[src/hw/rtl/fqms_pkg.sv]
// fqms_pkg: command and status codes, controller states and the per-cell
// control bundle for the fifo queue with membership search
// depends on nothing

package fqms_pkg;

   // command codes on req_command
   localparam logic [1:0] CMD_ENQUEUE  = 2'd0;
   localparam logic [1:0] CMD_DEQUEUE  = 2'd1;
   localparam logic [1:0] CMD_CONTAINS = 2'd2;

   // status codes on rsp_status
   localparam logic [1:0] STAT_OK    = 2'd0;
   localparam logic [1:0] STAT_FULL  = 2'd1;
   localparam logic [1:0] STAT_EMPTY = 2'd2;

   // fixed port widths
   localparam int unsigned CMD_W   = 2;
   localparam int unsigned VALUE_W = 32;
   localparam int unsigned COUNT_W = 5;

   // controller states
   typedef enum logic [0:0] {
      S_IDLE,
      S_SEARCH
   } state_type;

   // control handed from the controller to one cell
   typedef struct packed {
      logic shift_en;   // take the neighbour's word (dequeue)
      logic load_en;    // take the new word (enqueue at this slot)
      logic occupied;   // slot holds a live entry
   } cell_ctrl_type;

endpackage

[src/hw/rtl/fqms_cell.sv]
// fqms_cell: one storage slot of the queue chain with its compare stage
// depends on fqms_pkg

module fqms_cell
   import fqms_pkg::*;
#(
   parameter int unsigned DATA_WIDTH = 32
) (
   input  logic                  clock,
   input  cell_ctrl_type         ctrl,
   input  logic [DATA_WIDTH-1:0] load_word,
   input  logic [DATA_WIDTH-1:0] next_word,
   input  logic [DATA_WIDTH-1:0] key,
   input  logic                  token_in,
   output logic [DATA_WIDTH-1:0] word_out,
   output logic                  token_out
);

   logic [DATA_WIDTH-1:0] word_ff;
   logic [DATA_WIDTH-1:0] word_in;
   logic                  token_ff;
   logic                  token_in_next;
   logic                  match;

   // word select: shift from neighbour, load new word, or hold
   always_comb begin
      if (ctrl.shift_en) begin
         word_in = next_word;
      end else if (ctrl.load_en) begin
         word_in = load_word;
      end else begin
         word_in = word_ff;
      end
   end

   // local compare, folded into the search flag passed down the chain
   assign match         = ctrl.occupied && (word_ff == key);
   assign token_in_next = token_in | match;

   always_ff @(posedge clock) begin
      word_ff  <= word_in;
      token_ff <= token_in_next;
   end

   assign word_out  = word_ff;
   assign token_out = token_ff;

endmodule

[src/hw/rtl/fifo_queue_with_membership_search_core.sv]
// fifo_queue_with_membership_search_core: top level, controller plus a chain
// of fqms_cell slots; oldest entry sits in cell 0
// depends on fqms_pkg and fqms_cell
//
//  channel   ports                                   beat taken when
//  -------   -------------------------------------   ------------------------
//  request   start, busy, req_command, req_value     start high, busy low
//  result    rsp_valid, rsp_status, rsp_data_out,    rsp_valid high (one
//            rsp_found, rsp_count, rsp_queue_empty   cycle, no back-pressure)
//
// enqueue, dequeue and unused codes: result strobed the next cycle
// and the next request can be taken in that same cycle
// contains: busy while the match flag walks the cell chain one cell per cycle,
// so the chain length sets how long busy lasts
// synchronous reset empties the queue; stored words are not cleared
// results are strobed for exactly one cycle and cannot be held off

module fifo_queue_with_membership_search_core
   import fqms_pkg::*;
#(
   parameter int unsigned DEPTH      = 16,
   parameter int unsigned DATA_WIDTH = 32
) (
   input  logic               clock,
   input  logic               reset,
   input  logic               start,
   output logic               busy,
   input  logic [CMD_W-1:0]   req_command,
   input  logic [VALUE_W-1:0] req_value,
   output logic               rsp_valid,
   output logic [1:0]         rsp_status,
   output logic [VALUE_W-1:0] rsp_data_out,
   output logic               rsp_found,
   output logic [COUNT_W-1:0] rsp_count,
   output logic               rsp_queue_empty
);

   localparam int unsigned CNT_W = $clog2(DEPTH + 1);

   state_type state_ff, state_in;

   logic [CNT_W-1:0]      count_ff, count_in;
   logic [CNT_W-1:0]      search_cnt_ff, search_cnt_in;
   logic [DATA_WIDTH-1:0] key_ff;
   logic                  accept;
   logic                  enq_ok;
   logic                  deq_ok;
   logic                  search_done;
   logic                  searching;

   logic [DATA_WIDTH+VALUE_W-1:0] value_ext;
   logic [DATA_WIDTH-1:0]         new_word;
   logic [DATA_WIDTH+VALUE_W-1:0] head_ext;
   logic [CNT_W+COUNT_W-1:0]      count_ext;

   cell_ctrl_type         ctrl   [DEPTH];
   logic [DATA_WIDTH-1:0] words  [DEPTH];
   logic [DATA_WIDTH-1:0] nexts  [DEPTH];
   logic                  tok_in [DEPTH];
   logic                  tok_out[DEPTH];

   logic               rsp_valid_ff;
   logic [1:0]         rsp_status_ff;
   logic [VALUE_W-1:0] rsp_data_ff;
   logic               rsp_found_ff;
   logic [COUNT_W-1:0] rsp_count_ff;
   logic               rsp_empty_ff;

   // input word cut or zero-extended to the stored width
   assign value_ext = (DATA_WIDTH + VALUE_W)'(req_value);
   assign new_word  = value_ext[DATA_WIDTH-1:0];
   assign head_ext  = (DATA_WIDTH + VALUE_W)'(words[0]);

   assign accept = start && !busy;
   assign enq_ok = accept && (req_command == CMD_ENQUEUE) && (count_ff != CNT_W'(DEPTH));
   assign deq_ok = accept && (req_command == CMD_DEQUEUE) && (count_ff != '0);

   // occupancy after this beat
   always_comb begin
      if (enq_ok) begin
         count_in = count_ff + CNT_W'(1);
      end else if (deq_ok) begin
         count_in = count_ff - CNT_W'(1);
      end else begin
         count_in = count_ff;
      end
   end

   // next state
   always_comb begin
      state_in = state_ff;
      case (state_ff)
         S_IDLE: begin
            if (accept && (req_command == CMD_CONTAINS)) begin
               state_in = S_SEARCH;
            end
         end
         S_SEARCH: begin
            if (search_cnt_ff == CNT_W'(DEPTH)) begin
               state_in = S_IDLE;
            end
         end
         default: state_in = S_IDLE;
      endcase
   end

   // controller outputs
   always_comb begin
      case (state_ff)
         S_IDLE: begin
            searching   = 1'b0;
            search_done = 1'b0;
         end
         S_SEARCH: begin
            searching   = 1'b1;
            search_done = (search_cnt_ff == CNT_W'(DEPTH));
         end
         default: begin
            searching   = 1'b0;
            search_done = 1'b0;
         end
      endcase
   end

   assign busy = searching;

   // search sweep counter
   always_comb begin
      if (searching) begin
         search_cnt_in = search_cnt_ff + CNT_W'(1);
      end else begin
         search_cnt_in = '0;
      end
   end

   // control registers
   always_ff @(posedge clock) begin
      if (reset) begin
         state_ff      <= S_IDLE;
         count_ff      <= '0;
         search_cnt_ff <= '0;
         rsp_valid_ff  <= 1'b0;
      end else begin
         state_ff      <= state_in;
         count_ff      <= count_in;
         search_cnt_ff <= search_cnt_in;
         rsp_valid_ff  <= (accept && (req_command != CMD_CONTAINS)) || search_done;
      end
   end

   // search key
   always_ff @(posedge clock) begin
      if (accept && (req_command == CMD_CONTAINS)) begin
         key_ff <= new_word;
      end
   end

   // result payload
   assign count_ext = (CNT_W + COUNT_W)'(count_in);

   always_ff @(posedge clock) begin
      if (search_done) begin
         rsp_status_ff <= STAT_OK;
         rsp_data_ff   <= '0;
         rsp_found_ff  <= tok_out[DEPTH-1];
         rsp_count_ff  <= count_ext[COUNT_W-1:0];
         rsp_empty_ff  <= (count_in == '0);
      end else if (accept) begin
         rsp_found_ff <= 1'b0;
         rsp_count_ff <= count_ext[COUNT_W-1:0];
         rsp_empty_ff <= (count_in == '0);
         case (req_command)
            CMD_ENQUEUE: begin
               rsp_status_ff <= enq_ok ? STAT_OK : STAT_FULL;
               rsp_data_ff   <= '0;
            end
            CMD_DEQUEUE: begin
               rsp_status_ff <= deq_ok ? STAT_OK : STAT_EMPTY;
               rsp_data_ff   <= deq_ok ? head_ext[VALUE_W-1:0] : '0;
            end
            default: begin
               rsp_status_ff <= STAT_OK;
               rsp_data_ff   <= '0;
            end
         endcase
      end
   end

   assign rsp_valid       = rsp_valid_ff;
   assign rsp_status      = rsp_status_ff;
   assign rsp_data_out    = rsp_data_ff;
   assign rsp_found       = rsp_found_ff;
   assign rsp_count       = rsp_count_ff;
   assign rsp_queue_empty = rsp_empty_ff;

   // cell chain
   for (genvar i = 0; i < DEPTH; i++) begin : g_cell
      assign ctrl[i].shift_en = deq_ok;
      assign ctrl[i].load_en  = enq_ok && (count_ff == CNT_W'(i));
      assign ctrl[i].occupied = (count_ff > CNT_W'(i));

      if (i == DEPTH - 1) begin : g_last
         assign nexts[i] = words[i];
      end else begin : g_mid
         assign nexts[i] = words[i+1];
      end

      if (i == 0) begin : g_first
         assign tok_in[i] = 1'b0;
      end else begin : g_rest
         assign tok_in[i] = tok_out[i-1];
      end

      fqms_cell #(
         .DATA_WIDTH (DATA_WIDTH)
      ) u_cell (
         .clock     (clock),
         .ctrl      (ctrl[i]),
         .load_word (new_word),
         .next_word (nexts[i]),
         .key       (key_ff),
         .token_in  (tok_in[i]),
         .word_out  (words[i]),
         .token_out (tok_out[i])
      );
   end

`ifndef SYNTH
   // occupancy never passes the number of cells
   a_count_bound: assert property (@(posedge clock) disable iff (reset)
      count_ff <= CNT_W'(DEPTH))
      else $error("occupancy above depth");

   // no result is strobed while a search is walking the chain
   a_quiet_search: assert property (@(posedge clock) disable iff (reset)
      (state_ff == S_SEARCH) |-> !rsp_valid_ff)
      else $error("result strobed during search");

   // occupancy moves by at most one per beat
   a_count_step: assert property (@(posedge clock) disable iff (reset)
      !$past(reset) |->
         (count_ff == $past(count_ff)) ||
         (count_ff == $past(count_ff) + CNT_W'(1)) ||
         (count_ff == $past(count_ff) - CNT_W'(1)))
      else $error("occupancy jumped");

   // a change of occupancy always comes with a result beat
   a_count_rsp: assert property (@(posedge clock) disable iff (reset)
      (!$past(reset) && (count_ff != $past(count_ff))) |-> rsp_valid_ff)
      else $error("occupancy changed without a result");
`endif

endmodule

[config.mk]
export PLATFORM = sky130hd
export DESIGN_NAME = fifo_queue_with_membership_search_core
export DESIGN_NICKNAME = d
export VERILOG_FILES = /design/src/hw/rtl/fqms_pkg.sv /design/src/hw/rtl/fqms_cell.sv /design/src/hw/rtl/fifo_queue_with_membership_search_core.sv
export SDC_FILE = /design/constraint.sdc
export NUM_CORES = 1
export LEC_CHECK = 0
export ABC_AREA = 1
export BUFFER_PORTS_ARGS = -buffer_cell sky130_fd_sc_hd__buf_4
export CORE_ASPECT_RATIO = 1.5
export CORE_MARGIN = 4
export CORE_UTILIZATION = 47
export DETAILED_ROUTE_END_ITERATION = 12
export PLACE_DENSITY = 0.74
export SLEW_MARGIN = 5
export SYNTH_ARGS = -nofsm -noshare
export SYNTH_HDL_FRONTEND = slang
export SYNTH_SLANG_ARGS = --single-unit
[constraint.sdc]
create_clock -name clock -period 5.47 [get_ports clock]
set_input_delay 0.2735 -clock clock [delete_from_list [all_inputs] [get_ports clock]]
set_output_delay 0.2735 -clock clock [all_outputs]
set_load 0.02 [all_outputs]
==> results of run 1 <==
## registers in the layout (all words and copies together) (netlist names)
name                     flops
key_ff                      32
count_ff                     5
state_ff                     1
rsp_status                   2
rsp_queue_empty              1
g_cell.u_cell.token_out     16
rsp_count                    5
rsp_data_out                32
rsp_valid                    1
search_cnt_ff                5
rsp_found                    1
g_cell.u_cell.word_out     512
## routing by layer
layer | vias to the layer above | share of wire, % | global-route usage, %
met5 | - | 0 | 0
met4 | 0 | 10 | 24.24
met3 | 355 | 8.8 | 3.938
met2 | 1472 | 47 | 49.07
met1 | 11080 | 34 | 34.49
li1 | 10210 | - | -
## final cells by class
| type | count | area, µm² | area share [%] |
|---|---|---|---|
| Multi-Input combinational cell | 2064 | 10580 | 31.50 |
| Clock inverter | 32 | 490.5 | 1.461 |
| Timing Repair Buffer | 152 | 1269 | 3.779 |
| Sequential cell | 613 | 17790 | 52.98 |
| Clock buffer | 72 | 1531 | 4.561 |
| Inverter | 241 | 912.1 | 2.717 |
| Antenna cell | 1 | 2.502 | 0.007453 |
| Tap cell | 805 | 1007 | 3.000 |
## synth_stat cells, drive strengths merged (2+ instances only)
master,count
nand4,53
nor2,147
o22ai,51
nor3,71
clkbuf,22
xnor2,201
o31ai,3
clkinv,3
ha,8
nand3,69
or2,5
dfxtp,62
buf,141
o21ai,190
o21bai,2
a22o,19
nand2,1082
xor2,138
a21oi,14
edfxtp,551
nand3b,4
inv,238
## critical path, cell delays in order (launching register included)
cell and delay (ns):
dfxtp_1 0.47, inv_1 0.17, ha_1 0.27, nand3_1 0.11, nand2_2 0.37, inv_2 0.31, nand3_1 0.22, o31ai_4 0.91
buf_4 0.44
## logic make-up after synthesis
group                      Yosys count  share of synthesized area (%)
adders and majority gates            8                         0.3343
AOI/OAI and AO/OA                  284                          5.286
buffers and inverters              404                          5.792
xor gates and xnor gates           339                          9.916
DFF                                613                          59.41
and+or+nand+nor                   1433                          19.26
## cell usage in the layout, fill, tap and decap left out, drive strengths merged, types with 69 or more instances in the layout
| cell | Yosys | routed |
|---|---|---|
| xnor2 | 201 | 201 |
| inv | 238 | 239 |
| nand3 | 69 | 69 |
| xor2 | 138 | 138 |
| nor2 | 147 | 147 |
| clkbuf | 22 | 72 |
| o21ai | 190 | 190 |
| buf | 141 | 116 |
| nand2 | 1082 | 1082 |
| nor3 | 71 | 71 |
| edfxtp | 551 | 551 |
## worst paths after layout
| kind | startpoint | to | slack [ns] |
|---|---|---|---|
| worst max-delay path | count_ff[0] | g_cell[14].u_cell.word_out[19] | 1.82 |
| worst min-delay path | req_value[23] | key_ff[23] | 0.39 |
| worst max register to register | count_ff[0] | g_cell[14].u_cell.word_out[19] | 1.82 |
| worst min register to register | g_cell[12].u_cell.token_out | g_cell[13].u_cell.token_out | 0.41 |
## metrics by stage
stage               std cells  cell area (µm²)
floorplan                3081            29940
global placement         3839            31190
detailed placement       3839            31190
CTS                      3979            33570
global route             3979            33570
finish                   3980            33570
## power groups by stage
| stage | clock, µW | sequential, µW | combinational (µW) |
|---|---|---|---|
| 2_1_floorplan | 0 | 5440 | 487 |
| 3_3_place_gp | 0 | 5470 | 781 |
| 3_5_place_dp | 0 | 5470 | 798 |
| 4_1_cts | 4400 | 5370 | 824 |
| 5_1_grt | 4570 | 5380 | 896 |
| 6_report | 4380 | 5370 | 838 |
## repair_timing
action	4_1_cts	5_1_grt
hold endpoints to repair	72	0
hold buffers	36	0
resized for setup	0	0
==> flow_summary.yaml, run 1 <==
status:
  outcome: "complete, no violations"
worst_setup_path:
  crit_path_start_kind: "flip-flop"
  crit_arrival_ns: 3.94
  r2r_cells: 8
  critPathCaptureType: "flip-flop"
  crit_fanout: 18
  worstPathRequired_ns: 5.76
  path_class: "reg -> reg"
synthesis:
  synth_cells: 3081
  synth.top_cell.area_share_pct: 55.26
  ys.flop_type: "edfxtp_1"
  ys.warnings.count: 0
  ys_async_sr_fraction_pct: 0
  synth_edf_count: 551
  mappedNetlistNets: 3126
  syn_area_per_cell_um2: 9.718
  synth_top_cell_by_area: "edfxtp_1"
  syn_area_um2: 29940
  ys_seq_area_share_pct: 59.41
  synth-seq-cells: 613
  synth_area_leaders: "edfxtp_1, nand2_1, xnor2_1"
  synth.distinct_cells: 37
clocking:
  clock_latency_ns: 0.63
  cts_sinks: 613
  cts_setup_buffers: 0
  htree_levels: 2
  cts_tree: "done"
  cts_buffers: 55
  clk_pin_slew_worst_paths_ns: 0.07
  clk_path_buf_depth: 3
  cts_root_buf: "clkbuf_16"
timing:
  setup_tns_ns: 0
  setup_slack_ns: 1.822
  worst_pin_slew_ns: 1.154
  fmax_mhz: 274.1
  period_minus_slack_ns: 3.648
  slew_violations: 0
  min_period_over_period_pct: 66.69
  hold_viol_final: 0
  slew_headroom_pct: 22.78
  clock_skew_ns: 0.02406
  setup_viol: 0
  timing.hold.ws_ns: 0.3885
  rsz0062_at_grt: "false"
layout:
  area_growth_pct: 12.14
  fillers: 5556
  drive_above_1_share_pct: 7.782
  fin_nets: 3172
  final_util_pct: 53.13
power_and_ir_drop:
  p_int_uw: 8064
  pwr-share-clk_pct: 41.3
  p_total_uw: 10590
  seqPwrFrac_pct: 50.8
  sw_frac_of_total_pct: 23.83
  p_switching_uw: 2522
  peakVddDrop_v: 0.0002020
  power.density_nw_per_um2: 315.3
  leakagePower_uw: 0.01275
  pwr-share-comb_pct: 7.9
floorplanning:
  core_um2: 63200
  num_rows: 113
  dieHeight_um: 317.1
  die_x_um: 214.1
  io_pins: 80
  die_area_um2: 67890
  start_util_pct: 47.38
placement:
  routabilityCongestion: 1.007
  io_buffers: 79
  dp_slack_ns: 1.811
  post-dp-hpwl_um: 71380
grt:
  antenna_found_initial: 1
  grt_max_degree: 116
  grt.total_usage_pct: 29.56
  grt_pass1_vias: 22430
  grt_pass1_wl_um: 148100
  overflow: 0
routing:
  vias_per_cell: 5.808
  drt_iter0_drc: 3135
  first_pass_iters: 7
  drc: 0
  num_vias: 23120
  antenna_left: 0
  wl_per_cell_um: 25.87
  routed_wl_um: 102900
job:
  cap_violations: 0
min_path:
  whs_path_depth: 2
  min_path_type: "in -> reg"
Power figures use the tool's default switching activity.
==> run 2: changes to the inputs <==
==> constraint.sdc (replaced) <==
create_clock -name clock -period 3.5 [get_ports clock]
set_input_delay 0.175 -clock clock [delete_from_list [all_inputs] [get_ports clock]]
set_output_delay 0.175 -clock clock [all_outputs]
set_load 0.02 [all_outputs]
==> run 2 against run 1 <==
Clock power increased by 43%. Die area unchanged. Fmax rose by 27%. Final area is 0.64% higher. Non-clock buffer count increased by 39. Utilization increased by 0.34 points. Sequential power up 56%.
==> flow_summary.yaml, run 2 (synthesis gave the netlist of run 1 again) <==
status:
  outcome: "complete, no violations"
clocking:
  clock_latency_ns: 0.65
  clk_pin_slew_worst_paths_ns: 0.07
  clk_path_buf_depth: 3
  cts_tree: "done"
  cts_setup_buffers: 0
  cts_sinks: 613
  htree_levels: 2
  cts_buffers: 55
  cts_root_buf: "clkbuf_16"
  cts_resized: 0
layout:
  layout_commonest_cell: "nand2_1"
  largest_reg_flops: 512
  drive_above_1_share_pct: 8.593
  fin_cells: 4018
  final_cell_mix: "nand2_1, edfxtp_1, inv_1"
  fin_nets: 3211
  area_growth_pct: 12.85
  fillers: 5501
routing:
  routed_wl_um: 104800
  wl_per_cell_um: 26.09
  antenna_left: 0
  drt_iter0_drc: 3229
  first_pass_iters: 6
  num_vias: 23080
  drc: 0
  vias_per_cell: 5.743
worst_setup_path:
  worstPathRequired_ns: 3.84
  critical_path_buf_inv_count: 2
  crit_fanout: 57
  crit_path_start_kind: "flip-flop"
  cp_slowest_cell: "nand2_1"
  crit_arrival_ns: 3.20
  critPathMaxStageDelay_ns: 0.50
  path_cells: "inv_1, ha_1, nand3_4, nand2_8, buf_12, nand2_1, o21ai_0"
  critPathCaptureType: "flip-flop"
  path_class: "reg -> reg"
  crit_family: "simple AND/OR/NAND/NOR gates"
timing:
  rsz0062_at_grt: "false"
  worst_pin_slew_ns: 1.072
  clock_skew_ns: 0.02913
  timing.hold.ws_ns: 0.2732
  fmax_mhz: 349.4
  hold_viol_final: 0
  period_minus_slack_ns: 2.862
  slew_violations: 0
  slew_headroom_pct: 28.57
  min_period_over_period_pct: 81.78
  setup_viol: 0
floorplanning:
  die_x_um: 214.1
  num_rows: 113
  core_um2: 63200
  die_area_um2: 67890
  start_util_pct: 47.38
  dieHeight_um: 317.1
  io_pins: 80
placement:
  routabilityCongestion: 1.039
  placed_cells: 3877
  post-dp-hpwl_um: 74960
  io_buffers: 79
job:
  cap_violations: 0
min_path:
  min_path_type: "in -> reg"
grt:
  grt_pass1_vias: 22220
  overflow: 0
  grt_pass1_wl_um: 148800
  grt.total_usage_pct: 29.97
  grt_max_degree: 77
  antenna_found_initial: 0
power_and_ir_drop:
  peakVddDrop_v: 0.0003255
  leakagePower_uw: 0.01288
  power.density_nw_per_um2: 473.5
-- run 2: changes by cell type in the layout (fill, tap and decap cells not counted), moves of 2 or more --
cell,change
clkbuf_1,+11
bufinv_16,-9
buf_4,+28
buf_12,+10
clkbuf_16,+2
clkinv_1,-3
-- run 2: path summary, 6_finish.rpt --
kind / startpoint / endpoint / slack [ns] / cells past startpoint
worst max-delay path: count_ff[0] / g_cell[6].u_cell.word_out[23] / 0.64 / 7
worst min-delay path: req_value[1] / g_cell[15].u_cell.word_out[1] / 0.27 / 2
worst max register to register: count_ff[0] / g_cell[6].u_cell.word_out[23] / 0.64 / 7
worst min register to register: g_cell[11].u_cell.token_out / g_cell[12].u_cell.token_out / 0.42 / 2
-- run 2: power breakdown --
part	switching, µW	leakage (µW)	internal [µW]	total (µW)
Sequential	146	0.00549	8220	8370
Clock	2820	0.000882	3440	6260
Combinational	951	0.00650	423	1370
Total	3910	0.0129	12100	16000
-- run 2: layout make-up --
cell class,count,area (µm²),share of cell area [%]
repair buffers,191,1689,4.999
diodes,1,2.502,0.007406
multi-input cells,2064,10580,31.30
inverters,241,912.1,2.699
clock inverters,17,178.9,0.5295
well taps,805,1007,2.981
clock buffers,86,1637,4.844
flip-flops and latches,613,17790,52.64
-- run 2: routing by layer --
layer,up-vias,GRT usage [%],routed length (µm)
li1,10270,-,-
met1,11050,34.84,36190
met2,1431,49.99,49160
met3,335,4.387,9055
met4,0,23.78,10440
met5,-,0,0
-- run 2: timing repair --
| action | CTS | global route |
|---|---|---|
| endpoints found under the setup margin | 0 | 0 |
| hold buffers | 37 | 0 |
| hold endpoints to repair | 76 | 0 |
-- run 2: through the flow --
step	setup slack [ns]	setup TNS [ns]	total power [µW]	util, %	instance area, µm²
floorplan	-0.5002	-110.05	9265	-	29950
global placement	0.7906	0	9804	50.00	31600
finish	0.6378	0	16000	53.46	33790
detailed placement	0.7304	0	9832	50.00	31600
global route	0.5204	0	16430	53.46	33790
CTS	0.7039	0	16000	53.46	33790
